**src/rtl/core/tte_pkg.sv**
```systemverilog
// Shared types, character codes and calendar constants for the timestamp parser.
package tte_pkg;

  // Parser phases after the fixed date and time fields
  localparam logic [3:0] PH_FIXED     = 4'd0;
  localparam logic [3:0] PH_AFTER_SEC = 4'd1;
  localparam logic [3:0] PH_FRAC_NEED = 4'd2;
  localparam logic [3:0] PH_FRAC_MORE = 4'd3;
  localparam logic [3:0] PH_OFF_H1    = 4'd4;
  localparam logic [3:0] PH_OFF_H2    = 4'd5;
  localparam logic [3:0] PH_OFF_COLON = 4'd6;
  localparam logic [3:0] PH_OFF_M1    = 4'd7;
  localparam logic [3:0] PH_OFF_M2    = 4'd8;
  localparam logic [3:0] PH_DONE      = 4'd9;

  // ASCII codes
  localparam logic [7:0] CH_ZERO     = 8'h30;
  localparam logic [7:0] CH_NINE     = 8'h39;
  localparam logic [7:0] CH_DASH     = 8'h2D;
  localparam logic [7:0] CH_PLUS     = 8'h2B;
  localparam logic [7:0] CH_COLON    = 8'h3A;
  localparam logic [7:0] CH_DOT      = 8'h2E;
  localparam logic [7:0] CH_T_UC     = 8'h54;
  localparam logic [7:0] CH_T_LC     = 8'h74;
  localparam logic [7:0] CH_Z_UC     = 8'h5A;
  localparam logic [7:0] CH_Z_LC     = 8'h7A;

  // Calendar and time constants
  localparam logic [26:0] MS_PER_DAY    = 27'd86400000;
  localparam logic [26:0] MS_PER_HOUR   = 27'd3600000;
  localparam logic [26:0] MS_PER_MIN    = 27'd60000;
  localparam logic [26:0] MS_PER_SEC    = 27'd1000;
  localparam logic [17:0] DAYS_PER_ERA  = 18'd146097;
  localparam logic [8:0]  YEARS_PER_ERA = 9'd400;
  localparam logic [19:0] EPOCH_DAYS    = 20'd719468;

  // Reciprocals for division of small values by constants
  localparam logic [13:0] RECIP_400     = 14'd10486;  // 2^22 / 400, rounded up
  localparam int          RECIP_400_SH  = 22;
  localparam logic [6:0]  RECIP_100     = 7'd82;      // 2^13 / 100, rounded up
  localparam int          RECIP_100_SH  = 13;

  typedef enum logic [3:0] {
    STEP_NONE,
    STEP_PREP,
    STEP_ERA,
    STEP_YOE,
    STEP_C100,
    STEP_DOE,
    STEP_DAYS,
    STEP_M_DAYS,
    STEP_M_HOUR,
    STEP_M_MIN,
    STEP_M_SEC,
    STEP_M_FRAC,
    STEP_M_OFF
  } step_e;

  typedef struct packed {
    logic  parse_en;
    logic  clear;
    logic  load;
    step_e step;
  } cmd_t;

  // Day of year for the start of a March-based month index
  function automatic logic [8:0] doy_base(input logic [3:0] mp);
    logic [8:0] r;
    unique case (mp)
      4'd0:    r = 9'd0;
      4'd1:    r = 9'd31;
      4'd2:    r = 9'd61;
      4'd3:    r = 9'd92;
      4'd4:    r = 9'd122;
      4'd5:    r = 9'd153;
      4'd6:    r = 9'd184;
      4'd7:    r = 9'd214;
      4'd8:    r = 9'd245;
      4'd9:    r = 9'd275;
      4'd10:   r = 9'd306;
      4'd11:   r = 9'd337;
      default: r = 9'd0;
    endcase
    return r;
  endfunction

endpackage

```
**src/rtl/core/tte_ctrl.sv**
```systemverilog
// Controller: byte acceptance, conversion sequence and output handshake.
module tte_ctrl (
  input  logic          clk_i,
  input  logic          rst_ni,
  input  logic          in_valid_i,
  input  logic          byte_present_i,
  input  logic          last_i,
  output logic          in_stall_o,
  output logic          out_valid_o,
  input  logic          out_stall_i,
  output tte_pkg::cmd_t cmd_o
);

  localparam logic [3:0] ST_PARSE  = 4'd0;
  localparam logic [3:0] ST_PREP   = 4'd1;
  localparam logic [3:0] ST_ERA    = 4'd2;
  localparam logic [3:0] ST_YOE    = 4'd3;
  localparam logic [3:0] ST_C100   = 4'd4;
  localparam logic [3:0] ST_DOE    = 4'd5;
  localparam logic [3:0] ST_DAYS   = 4'd6;
  localparam logic [3:0] ST_M_DAYS = 4'd7;
  localparam logic [3:0] ST_M_HOUR = 4'd8;
  localparam logic [3:0] ST_M_MIN  = 4'd9;
  localparam logic [3:0] ST_M_SEC  = 4'd10;
  localparam logic [3:0] ST_M_FRAC = 4'd11;
  localparam logic [3:0] ST_M_OFF  = 4'd12;
  localparam logic [3:0] ST_LOAD   = 4'd13;

  logic [3:0] state_q, state_d;
  logic       out_valid_q, out_valid_d;
  logic       in_accept;
  logic       out_free;

  assign in_accept = in_valid_i && (state_q == ST_PARSE);
  assign out_free  = !out_valid_q || !out_stall_i;

  always_comb begin
    state_d           = state_q;
    cmd_o.parse_en    = 1'b0;
    cmd_o.clear       = 1'b0;
    cmd_o.load        = 1'b0;
    cmd_o.step        = tte_pkg::STEP_NONE;
    unique case (state_q)
      ST_PARSE: begin
        cmd_o.parse_en = in_accept && byte_present_i;
        if (in_accept && last_i) state_d = ST_PREP;
      end
      ST_PREP: begin
        cmd_o.step = tte_pkg::STEP_PREP;
        state_d    = ST_ERA;
      end
      ST_ERA: begin
        cmd_o.step = tte_pkg::STEP_ERA;
        state_d    = ST_YOE;
      end
      ST_YOE: begin
        cmd_o.step = tte_pkg::STEP_YOE;
        state_d    = ST_C100;
      end
      ST_C100: begin
        cmd_o.step = tte_pkg::STEP_C100;
        state_d    = ST_DOE;
      end
      ST_DOE: begin
        cmd_o.step = tte_pkg::STEP_DOE;
        state_d    = ST_DAYS;
      end
      ST_DAYS: begin
        cmd_o.step = tte_pkg::STEP_DAYS;
        state_d    = ST_M_DAYS;
      end
      ST_M_DAYS: begin
        cmd_o.step = tte_pkg::STEP_M_DAYS;
        state_d    = ST_M_HOUR;
      end
      ST_M_HOUR: begin
        cmd_o.step = tte_pkg::STEP_M_HOUR;
        state_d    = ST_M_MIN;
      end
      ST_M_MIN: begin
        cmd_o.step = tte_pkg::STEP_M_MIN;
        state_d    = ST_M_SEC;
      end
      ST_M_SEC: begin
        cmd_o.step = tte_pkg::STEP_M_SEC;
        state_d    = ST_M_FRAC;
      end
      ST_M_FRAC: begin
        cmd_o.step = tte_pkg::STEP_M_FRAC;
        state_d    = ST_M_OFF;
      end
      ST_M_OFF: begin
        cmd_o.step = tte_pkg::STEP_M_OFF;
        state_d    = ST_LOAD;
      end
      ST_LOAD: begin
        // hold until the output register can take the result
        if (out_free) begin
          cmd_o.load  = 1'b1;
          cmd_o.clear = 1'b1;
          state_d     = ST_PARSE;
        end
      end
      default: state_d = ST_PARSE;
    endcase
  end

  always_comb begin
    out_valid_d = out_valid_q;
    if (cmd_o.load) begin
      out_valid_d = 1'b1;
    end else if (out_valid_q && !out_stall_i) begin
      out_valid_d = 1'b0;
    end
  end

  always_ff @(posedge clk_i or negedge rst_ni) begin
    if (!rst_ni) begin
      state_q     <= ST_PARSE;
      out_valid_q <= 1'b0;
    end else begin
      state_q     <= state_d;
      out_valid_q <= out_valid_d;
    end
  end

  assign in_stall_o  = (state_q != ST_PARSE);
  assign out_valid_o = out_valid_q;

endmodule

```
**src/rtl/core/tte_dp.sv**
```systemverilog
// Datapath: byte parser registers, calendar arithmetic and result register.
module tte_dp (
  input  logic          clk_i,
  input  logic          rst_ni,
  input  tte_pkg::cmd_t cmd_i,
  input  logic [7:0]    text_byte_i,
  output logic [63:0]   epoch_ms_o
);

  localparam int RECIP_400_SH_IDX = tte_pkg::RECIP_400_SH;
  localparam int RECIP_100_SH_IDX = tte_pkg::RECIP_100_SH;

  // Parser state
  logic [4:0]  pos_q, pos_d;
  logic [3:0]  phase_q, phase_d;
  logic        all_dig_q, all_dig_d;
  logic [63:0] num_q, num_d;
  logic        num_ovf_q, num_ovf_d;
  logic        failed_q, failed_d;
  logic [13:0] year_q, year_d;
  logic [6:0]  month_q, month_d;
  logic [6:0]  day_q, day_d;
  logic [6:0]  hour_q, hour_d;
  logic [6:0]  min_q, min_d;
  logic [6:0]  sec_q, sec_d;
  logic [9:0]  millis_q, millis_d;
  logic [1:0]  frac_cnt_q, frac_cnt_d;
  logic        off_neg_q, off_neg_d;
  logic [6:0]  off_hour_q, off_hour_d;
  logic [6:0]  off_min_q, off_min_d;

  // Conversion registers
  logic signed [14:0] y_q, y_d;
  logic        [8:0]  doy_q, doy_d;
  logic        [9:0]  frac_q, frac_d;
  logic signed [11:0] off_q, off_d;
  logic signed [5:0]  era_q, era_d;
  logic        [8:0]  yoe_q, yoe_d;
  logic        [1:0]  c100_q, c100_d;
  logic        [17:0] doe_q, doe_d;
  logic signed [22:0] days_q, days_d;
  logic signed [49:0] acc_q, acc_d;
  logic        [63:0] out_q, out_d;

  logic [7:0]  b;
  logic [3:0]  dg;
  logic        is_dig;
  logic        zone_z;
  logic        zone_sign;
  logic [67:0] num_next;

  logic        le_feb;
  logic [3:0]  mp;
  logic [10:0] off_mag;
  logic [27:0] era_prod;
  logic signed [14:0] era_x400;
  logic [15:0] c100_prod;
  logic signed [23:0] days_sum;
  logic signed [23:0] mac_a;
  logic        [26:0] mac_b;
  logic signed [51:0] mac_prod;
  logic        fields_ok;

  function automatic logic [13:0] dec14(input logic [13:0] v, input logic [3:0] d);
    dec14 = 14'({v, 3'b000} + {2'b00, v, 1'b0} + 17'(d));
  endfunction

  assign b         = text_byte_i;
  assign dg        = text_byte_i[3:0];
  assign is_dig    = (b >= tte_pkg::CH_ZERO) && (b <= tte_pkg::CH_NINE);
  assign zone_z    = (b == tte_pkg::CH_Z_UC) || (b == tte_pkg::CH_Z_LC);
  assign zone_sign = (b == tte_pkg::CH_PLUS) || (b == tte_pkg::CH_DASH);
  assign num_next  = 68'({num_q, 3'b000}) + 68'({num_q, 1'b0}) + 68'(dg);

  // Byte parser
  always_comb begin
    pos_d      = pos_q;
    phase_d    = phase_q;
    all_dig_d  = all_dig_q;
    num_d      = num_q;
    num_ovf_d  = num_ovf_q;
    failed_d   = failed_q;
    year_d     = year_q;
    month_d    = month_q;
    day_d      = day_q;
    hour_d     = hour_q;
    min_d      = min_q;
    sec_d      = sec_q;
    millis_d   = millis_q;
    frac_cnt_d = frac_cnt_q;
    off_neg_d  = off_neg_q;
    off_hour_d = off_hour_q;
    off_min_d  = off_min_q;
    if (cmd_i.clear) begin
      pos_d      = '0;
      phase_d    = tte_pkg::PH_FIXED;
      all_dig_d  = 1'b1;
      num_d      = '0;
      num_ovf_d  = 1'b0;
      failed_d   = 1'b0;
      year_d     = '0;
      month_d    = '0;
      day_d      = '0;
      hour_d     = '0;
      min_d      = '0;
      sec_d      = '0;
      millis_d   = '0;
      frac_cnt_d = '0;
      off_neg_d  = 1'b0;
      off_hour_d = '0;
      off_min_d  = '0;
    end else if (cmd_i.parse_en) begin
      // raw decimal number runs alongside the layout parser
      if (is_dig) begin
        if (num_next[67:64] != 4'd0) num_ovf_d = 1'b1;
        else num_d = num_next[63:0];
      end else begin
        all_dig_d = 1'b0;
      end
      if (!failed_q) begin
        unique case (phase_q)
          tte_pkg::PH_FIXED: begin
            priority if (pos_q == 5'd4 || pos_q == 5'd7) begin
              if (b != tte_pkg::CH_DASH) failed_d = 1'b1;
            end else if (pos_q == 5'd13 || pos_q == 5'd16) begin
              if (b != tte_pkg::CH_COLON) failed_d = 1'b1;
            end else if (pos_q == 5'd10) begin
              if (b != tte_pkg::CH_T_UC && b != tte_pkg::CH_T_LC) failed_d = 1'b1;
            end else if (!is_dig) begin
              failed_d = 1'b1;
            end else if (pos_q < 5'd4) begin
              year_d = dec14(year_q, dg);
            end else if (pos_q < 5'd7) begin
              month_d = 7'(dec14(14'(month_q), dg));
            end else if (pos_q < 5'd10) begin
              day_d = 7'(dec14(14'(day_q), dg));
            end else if (pos_q < 5'd13) begin
              hour_d = 7'(dec14(14'(hour_q), dg));
            end else if (pos_q < 5'd16) begin
              min_d = 7'(dec14(14'(min_q), dg));
            end else begin
              sec_d = 7'(dec14(14'(sec_q), dg));
            end
            if (pos_q == 5'd18) phase_d = tte_pkg::PH_AFTER_SEC;
          end
          tte_pkg::PH_AFTER_SEC: begin
            priority if (b == tte_pkg::CH_DOT) begin
              phase_d = tte_pkg::PH_FRAC_NEED;
            end else if (zone_z) begin
              phase_d = tte_pkg::PH_DONE;
            end else if (zone_sign) begin
              off_neg_d = (b == tte_pkg::CH_DASH);
              phase_d   = tte_pkg::PH_OFF_H1;
            end else begin
              failed_d = 1'b1;
            end
          end
          tte_pkg::PH_FRAC_NEED, tte_pkg::PH_FRAC_MORE: begin
            priority if (is_dig) begin
              // keep the first three digits only
              if (frac_cnt_q != 2'd3) begin
                millis_d   = 10'(dec14(14'(millis_q), dg));
                frac_cnt_d = frac_cnt_q + 2'd1;
              end
              phase_d = tte_pkg::PH_FRAC_MORE;
            end else if (phase_q == tte_pkg::PH_FRAC_NEED) begin
              failed_d = 1'b1;
            end else if (zone_z) begin
              phase_d = tte_pkg::PH_DONE;
            end else if (zone_sign) begin
              off_neg_d = (b == tte_pkg::CH_DASH);
              phase_d   = tte_pkg::PH_OFF_H1;
            end else begin
              failed_d = 1'b1;
            end
          end
          tte_pkg::PH_OFF_H1, tte_pkg::PH_OFF_H2: begin
            if (!is_dig) begin
              failed_d = 1'b1;
            end else begin
              off_hour_d = 7'(dec14(14'(off_hour_q), dg));
              phase_d    = phase_q + 4'd1;
            end
          end
          tte_pkg::PH_OFF_COLON: begin
            if (b != tte_pkg::CH_COLON) failed_d = 1'b1;
            else phase_d = tte_pkg::PH_OFF_M1;
          end
          tte_pkg::PH_OFF_M1, tte_pkg::PH_OFF_M2: begin
            if (!is_dig) begin
              failed_d = 1'b1;
            end else begin
              off_min_d = 7'(dec14(14'(off_min_q), dg));
              phase_d   = phase_q + 4'd1;
            end
          end
          default: failed_d = 1'b1;  // bytes after a complete zone
        endcase
      end
      if (pos_q != 5'd31) pos_d = pos_q + 5'd1;
    end
  end

  always_ff @(posedge clk_i or negedge rst_ni) begin
    if (!rst_ni) begin
      pos_q      <= '0;
      phase_q    <= tte_pkg::PH_FIXED;
      all_dig_q  <= 1'b1;
      num_q      <= '0;
      num_ovf_q  <= 1'b0;
      failed_q   <= 1'b0;
      year_q     <= '0;
      month_q    <= '0;
      day_q      <= '0;
      hour_q     <= '0;
      min_q      <= '0;
      sec_q      <= '0;
      millis_q   <= '0;
      frac_cnt_q <= '0;
      off_neg_q  <= 1'b0;
      off_hour_q <= '0;
      off_min_q  <= '0;
    end else begin
      pos_q      <= pos_d;
      phase_q    <= phase_d;
      all_dig_q  <= all_dig_d;
      num_q      <= num_d;
      num_ovf_q  <= num_ovf_d;
      failed_q   <= failed_d;
      year_q     <= year_d;
      month_q    <= month_d;
      day_q      <= day_d;
      hour_q     <= hour_d;
      min_q      <= min_d;
      sec_q      <= sec_d;
      millis_q   <= millis_d;
      frac_cnt_q <= frac_cnt_d;
      off_neg_q  <= off_neg_d;
      off_hour_q <= off_hour_d;
      off_min_q  <= off_min_d;
    end
  end

  // Civil date to day count, then the millisecond sum
  assign le_feb    = (month_q <= 7'd2);
  assign mp        = 4'(le_feb ? month_q + 7'd9 : month_q - 7'd3);
  assign off_mag   = 11'({off_hour_q[4:0], 6'b000000}) - 11'({off_hour_q[4:0], 2'b00})
                   + 11'(off_min_q[5:0]);
  assign era_prod  = 28'(y_q[13:0]) * 28'(tte_pkg::RECIP_400);
  assign era_x400  = 15'(era_q) * $signed(15'(tte_pkg::YEARS_PER_ERA));
  assign c100_prod = 16'(yoe_q) * 16'(tte_pkg::RECIP_100);
  assign days_sum  = 24'(era_q) * $signed(24'(tte_pkg::DAYS_PER_ERA))
                   + $signed({6'b000000, doe_q}) - $signed(24'(tte_pkg::EPOCH_DAYS));
  assign mac_prod  = mac_a * $signed({1'b0, mac_b});

  always_comb begin
    mac_a = '0;
    mac_b = '0;
    unique case (cmd_i.step)
      tte_pkg::STEP_M_DAYS: begin
        mac_a = 24'(days_q);
        mac_b = tte_pkg::MS_PER_DAY;
      end
      tte_pkg::STEP_M_HOUR: begin
        mac_a = $signed({19'd0, hour_q[4:0]});
        mac_b = tte_pkg::MS_PER_HOUR;
      end
      tte_pkg::STEP_M_MIN: begin
        mac_a = $signed({18'd0, min_q[5:0]});
        mac_b = tte_pkg::MS_PER_MIN;
      end
      tte_pkg::STEP_M_SEC: begin
        mac_a = $signed({18'd0, sec_q[5:0]});
        mac_b = tte_pkg::MS_PER_SEC;
      end
      tte_pkg::STEP_M_FRAC: begin
        mac_a = $signed({14'd0, frac_q});
        mac_b = 27'd1;
      end
      tte_pkg::STEP_M_OFF: begin
        mac_a = 24'(off_q);
        mac_b = tte_pkg::MS_PER_MIN;
      end
      default: begin
        mac_a = '0;
        mac_b = '0;
      end
    endcase
  end

  assign fields_ok = (month_q >= 7'd1) && (month_q <= 7'd12) &&
                     (day_q >= 7'd1) && (day_q <= 7'd31) &&
                     (hour_q <= 7'd23) && (min_q <= 7'd59) && (sec_q <= 7'd60) &&
                     (off_hour_q <= 7'd23) && (off_min_q <= 7'd59);

  always_comb begin
    y_d    = y_q;
    doy_d  = doy_q;
    frac_d = frac_q;
    off_d  = off_q;
    era_d  = era_q;
    yoe_d  = yoe_q;
    c100_d = c100_q;
    doe_d  = doe_q;
    days_d = days_q;
    acc_d  = acc_q;
    unique case (cmd_i.step)
      tte_pkg::STEP_PREP: begin
        y_d   = $signed({1'b0, year_q}) - (le_feb ? 15'sd1 : 15'sd0);
        doy_d = tte_pkg::doy_base(mp) + 9'(day_q) - 9'd1;
        // pad a short fraction to milliseconds
        unique case (frac_cnt_q)
          2'd3:    frac_d = millis_q;
          2'd2:    frac_d = 10'(14'(millis_q) * 14'd10);
          2'd1:    frac_d = 10'(14'(millis_q) * 14'd100);
          default: frac_d = '0;
        endcase
        off_d = off_neg_q ? $signed({1'b0, off_mag}) : -$signed({1'b0, off_mag});
        acc_d = '0;
      end
      tte_pkg::STEP_ERA: begin
        era_d = y_q[14] ? -6'sd1 : $signed(era_prod[27:RECIP_400_SH_IDX]);
      end
      tte_pkg::STEP_YOE:  yoe_d  = 9'(y_q - era_x400);
      tte_pkg::STEP_C100: c100_d = c100_prod[RECIP_100_SH_IDX + 1:RECIP_100_SH_IDX];
      tte_pkg::STEP_DOE: begin
        doe_d = 18'(18'(yoe_q) * 18'd365) + 18'(yoe_q[8:2]) - 18'(c100_q) + 18'(doy_q);
      end
      tte_pkg::STEP_DAYS: days_d = 23'(days_sum);
      tte_pkg::STEP_M_DAYS, tte_pkg::STEP_M_HOUR, tte_pkg::STEP_M_MIN,
      tte_pkg::STEP_M_SEC, tte_pkg::STEP_M_FRAC, tte_pkg::STEP_M_OFF: begin
        acc_d = acc_q + mac_prod[49:0];
      end
      default: acc_d = acc_q;
    endcase
  end

  // Pick the result: raw number, calendar time clamped at zero, or zero
  always_comb begin
    out_d = out_q;
    if (cmd_i.load) begin
      priority if (pos_q == 5'd0) begin
        out_d = '0;
      end else if (all_dig_q) begin
        out_d = num_ovf_q ? 64'd0 : num_q;
      end else if (failed_q || phase_q != tte_pkg::PH_DONE || !fields_ok) begin
        out_d = '0;
      end else if (acc_q[49]) begin
        out_d = '0;
      end else begin
        out_d = 64'(acc_q[48:0]);
      end
    end
  end

  always_ff @(posedge clk_i) begin
    y_q    <= y_d;
    doy_q  <= doy_d;
    frac_q <= frac_d;
    off_q  <= off_d;
    era_q  <= era_d;
    yoe_q  <= yoe_d;
    c100_q <= c100_d;
    doe_q  <= doe_d;
    days_q <= days_d;
    acc_q  <= acc_d;
    out_q  <= out_d;
  end

  assign epoch_ms_o = out_q;

endmodule

```
**src/rtl/core/timestamp_text_to_epoch_ms.sv**
```systemverilog
// Top level of the timestamp text to Unix milliseconds converter.
//
// Input channel: one string byte per item (text_byte_i), with byte_present_i
// low marking "no byte" and last_i high on the final item of a string. An
// item with byte_present_i low and last_i low is taken and ignored; with
// last_i high it closes the string without adding a byte.
// Output channel: one item (epoch_ms_o) for every string, either the plain
// decimal value of an all-digit string, the RFC3339 time in ms since 1970
// UTC, or zero on any error.
// Throughput: one byte per cycle while a string streams in. After the item
// with last_i the parser stalls while the calendar arithmetic runs its step
// sequence (preparation, era, year of era, century, day of era, day count,
// then a shared multiply-accumulate over days, hours, minutes, seconds,
// fraction and zone offset) and then loads the result into the output
// register; a new string is taken only after that load.
// Stalls: a result waits in the output register while the next string is
// taken; if the output is still occupied when the following result is
// ready, hold the input stalled until the receiver takes it.
// Reset: asynchronous, active low; clear the parser and drop any pending
// result.
module timestamp_text_to_epoch_ms (
  input  logic        clk_i,
  input  logic        rst_ni,
  input  logic        in_valid_i,
  output logic        in_stall_o,
  input  logic [7:0]  text_byte_i,
  input  logic        byte_present_i,
  input  logic        last_i,
  output logic        out_valid_o,
  input  logic        out_stall_i,
  output logic [63:0] epoch_ms_o
);

  tte_pkg::cmd_t cmd;

  // Sequence the parse, conversion and output handshake
  tte_ctrl u_ctrl (
    .clk_i          (clk_i),
    .rst_ni         (rst_ni),
    .in_valid_i     (in_valid_i),
    .byte_present_i (byte_present_i),
    .last_i         (last_i),
    .in_stall_o     (in_stall_o),
    .out_valid_o    (out_valid_o),
    .out_stall_i    (out_stall_i),
    .cmd_o          (cmd)
  );

  // Parser registers, calendar arithmetic and the result register
  tte_dp u_dp (
    .clk_i       (clk_i),
    .rst_ni      (rst_ni),
    .cmd_i       (cmd),
    .text_byte_i (text_byte_i),
    .epoch_ms_o  (epoch_ms_o)
  );

  // A closing item starts the conversion: stall right after it
  assert property (@(posedge clk_i) disable iff (!rst_ni)
    (in_valid_i && !in_stall_o && last_i) |=> in_stall_o)
    else $error("input not stalled after closing item");

  // The input is still stalled at the last arithmetic step of the conversion
  assert property (@(posedge clk_i) disable iff (!rst_ni)
    (in_valid_i && !in_stall_o && last_i) |-> ##12 in_stall_o)
    else $error("conversion ended early");

  // Bytes inside a string never stall the input
  assert property (@(posedge clk_i) disable iff (!rst_ni)
    (in_valid_i && !in_stall_o && !last_i) |=> !in_stall_o)
    else $error("stall inside a string");

  // A new result only shows up as the parser reopens
  assert property (@(posedge clk_i) disable iff (!rst_ni)
    $rose(out_valid_o) |-> ($past(in_stall_o) && !in_stall_o))
    else $error("result without conversion");

endmodule
```
**config.mk**
```make
export PLATFORM = sky130hd
export DESIGN_NAME = timestamp_text_to_epoch_ms
export DESIGN_NICKNAME = d
export VERILOG_FILES = /design/src/rtl/core/tte_pkg.sv /design/src/rtl/core/tte_ctrl.sv /design/src/rtl/core/tte_dp.sv /design/src/rtl/core/timestamp_text_to_epoch_ms.sv
export SDC_FILE = /design/constraint.sdc
export NUM_CORES = 2
export LEC_CHECK = 0
export BUFFER_PORTS_ARGS = -buffer_cell sky130_fd_sc_hd__buf_2
export CORE_MARGIN = 2
export CORE_UTILIZATION = 65
export CTS_BUF_LIST = sky130_fd_sc_hd__clkbuf_4
export DETAILED_ROUTE_END_ITERATION = 12
export PLACE_DENSITY = 0.82
export SLEW_MARGIN = 20
export SYNTH_ARGS = -nofsm -noshare
export SYNTH_HDL_FRONTEND = slang
export SYNTH_HIERARCHICAL = 1
export SYNTH_SLANG_ARGS = --single-unit
export TNS_END_PERCENT = 1
```
**constraint.sdc**
```tcl
create_clock -name clk_i -period 9.9 [get_ports clk_i]
set_input_delay 2.475 -clock clk_i [delete_from_list [all_inputs] [get_ports clk_i]]
set_output_delay 2.475 -clock clk_i [all_outputs]
set_load 0.02 [all_outputs]
```
==> flow_summary.json <==
{
  "grt_remaining_overflow": 0,
  "die_w_um": 283,
  "path_common_cell": "inv_1",
  "setup_viol": 0,
  "maxSlewViolCount": 0,
  "dp.cells": 6338,
  "max_stage_delay_ps": 560,
  "tns_ps": 0,
  "core_mm2": 0.0773,
  "startpoint": "u_ctrl/state_q[3]",
  "syn_area_mm2": 0.0507,
  "synth_top_area_cell": "fa_1",
  "dp.final_hpwl_mm": 102,
  "grt_pass1_wl_mm": 203,
  "hold_path.class": "reg -> reg",
  "die_h_um": 283,
  "ys_ff_latch": 375,
  "wirelength_mm": 125,
  "final-hold-violation-count": 0,
  "worstSetupEndpointType": "flop",
  "place.gp.congestion": 1.01,
  "placementRows": 102,
  "vias": 37500,
  "io_buffers": 79,
  "drc_errors": 0,
  "crit_type": "reg -> reg",
  "grt_pass1_vias": 39000,
  "dr.pass1.iters": 7,
  "fill_cells": 5925,
  "fmax_mhz": 107,
  "synth-seq-area-share": 0.207,
  "numCtsBuffers": 104,
  "dr.first_iter.drc_count": 2417,
  "yosys.area.top_type_share": 0.230,
  "rsz0062_at_grt": "no",
  "antenna_found_initial": 3,
  "synth_area_per_cell_um2": 9.65,
  "design.die.area_mm2": 0.0802,
  "worstSetupStartpointType": "flop",
  "yosys.cell_types.count": 91,
  "status": "complete, no violations",
  "async_flop_share": 0.419,
  "grt_start_max_net_pins": 156,
  "ys_top_cells_by_area": "fa_1, ha_1, edfxtp_1",
  "worstSkewPairLatency_ps": 970,
  "layout.cells.non_filler": 6534,
  "max-clock-path-buffers": 3,
  "syn2layout_area_growth_pct": 6.20,
  "worstPathRequired_ps": 10490,
  "reg2reg_from": "u_ctrl/state_q[3]",
  "clk_pin_slew_ps": 70,
  "initial_core_util": 0.655,
  "drt-vias-per-instance": 5.74,
  "seq_area_mm2": 0.0105,
  "skew_ps": 138,
  "min-delay-start": "u_dp/hour_q[6]",
  "slew_headroom": 0.283,
  "cp_data_arrival_time_ps": 9890,
  "drive_above_1_share": 0.0735,
  "syn_inst": 5251,
  "cts_sinks": 375,
  "cts_tree": "done",
  "grt_usage": 0.317,
  "htree_levels": 3,
  "ys.flop_type": "edfxtp_1",
  "io_pins": 80,
  "fin_nets": 6809,
  "synth_warnings": 6,
  "worst_pin_slew_ps": 1070,
  "cts_hold_buf": 0,
  "multi_input_area_mm2": 0.0358,
  "min_period_ps": 9300,
  "max-cap-violations": 0,
  "antenna_left": 0,
  "ctsRootBufferMaster": "clkbuf_4",
  "wl_per_cell_um": 19.1,
  "synth_edf_count": 218,
  "path_max_fanout": 13,
  "finalCritPeriodShare": 0.940,
  "cp_slowest_cell": "dfrtp_1"
}
-- layer usage --
layer / vias to the layer above / wire, um / part of all wire / track usage
met5: - / 0 / 0 / 0
met4: 0 / 4150 / 0.033 / 0.107
li1: 17600 / - / - / -
met2: 1185 / 59900 / 0.48 / 0.530
met1: 18400 / 52600 / 0.42 / 0.421
met3: 267 / 8290 / 0.066 / 0.0518
-- cells in the mapped netlist, types with 27 or more instances --
cell      count
a21o_1       92
a21oi_1     232
a22o_1       52
and2_1      108
buf_2        27
clkbuf_1    107
dfrtp_1     156
edfxtp_1    218
fa_1        581
ha_1        810
inv_1      1098
nand2_1     280
nand2b_1     34
nand3_1      59
nand4_1      41
nor2_1      318
nor2b_1      58
nor3_1       70
o21a_1       36
o21ai_0     132
o21bai_1     31
o31ai_1      34
xnor2_1     156
xor2_1       83
-- state kept, by name (all words and copies together) (netlist names), 9 cells and up --
signal,count
u_dp/num_q,64
u_dp/days_q,23
u_dp/epoch_ms_o,64
u_dp/y_q,15
u_dp/year_q,14
u_dp/doy_q,9
u_dp/acc_q,50
u_dp/doe_q,18
u_dp/millis_q,10
u_dp/yoe_q,9
u_dp/off_q,12
u_dp/frac_q,10
-- per-stage QoR --
step           cell area [um2]  setup slack [ps]  hold slack, ps  utilization
5_1_grt                  53800              86.5             498        0.696
3_5_place_dp             52400               378             473        0.677
2_1_floorplan            51000              1200             443            -
6_report                 53800               597             488        0.696
3_3_place_gp             52400               467             462        0.677
4_1_cts                  53800               324             486        0.695
-- area by class of cell --
cell class,count,share of cell area
clock inverters,39,0.00454
diodes,1,0.0000465
inverters,1098,0.0766
flip-flops and latches,375,0.195
repair buffers,115,0.0128
multi-input cells,3710,0.665
clock buffers,156,0.0218
well taps,1040,0.0242
-- worst max-delay path, delay by kind of cell, from the launching register on --
family | cells | cell delay (ps)
buffers and inverters | 10 | 790
adder cells (fa/ha/maj) | 8 | 3880
XOR/XNOR | 1 | 170
flip-flops | 1 | 560
AND/OR/NAND/NOR | 9 | 1500
AO/OA/AOI/OAI | 8 | 2010
-- timing repair --
item,in CTS,in global routing
endpoints found under the setup margin,0,5
buffers inserted,0,0
resized for setup,0,5
-- cell usage in the layout, fill, tap and decap left out, drive strengths merged, types with 32 or more instances in the layout --
cell and instances:
xor2 83, clkbuf 156, clkinv 32, a21oi 234, o31ai 34, nand3 60
xnor2 156, dfrtp 156, nand2b 34, conb 83, and2 109, o21a 36
inv 1102, o21ai 136, ha 810, nand4 41, nor2b 58, a22o 52
a21o 92, nor2 320, fa 581, nor3 70, buf 115, edfxtp 218
nand2 281
-- logic make-up after synthesis --
kind of cell / after synthesis / synth area share
buffers and inverters: 1247 / 0.0940
and+or+nand+nor: 1117 / 0.108
AOI/OAI and AO/OA: 826 / 0.109
other: 2 / 0.000148
xor gates and xnor gates: 239 / 0.0413
DFF: 375 / 0.207
adders and majority gates: 1391 / 0.430
muxes: 54 / 0.0117
-- worst paths after layout --
kind | cells past startpoint | to | slack, ps
max in group asynchronous | 2 | u_dp/num_q[42] | 6700
setup / recovery | 36 | u_dp/acc_q[42] | 600
min in group asynchronous | 1 | u_dp/millis_q[5] | 1610
hold / removal | 2 | u_dp/hour_q[6] | 490
hold reg to reg | 2 | u_dp/hour_q[6] | 490
setup reg to reg | 36 | u_dp/acc_q[42] | 600
Power is left out: the tool's default activity adds up to more than one toggle a clock period on the data nets, which glitch-free logic cannot reach.
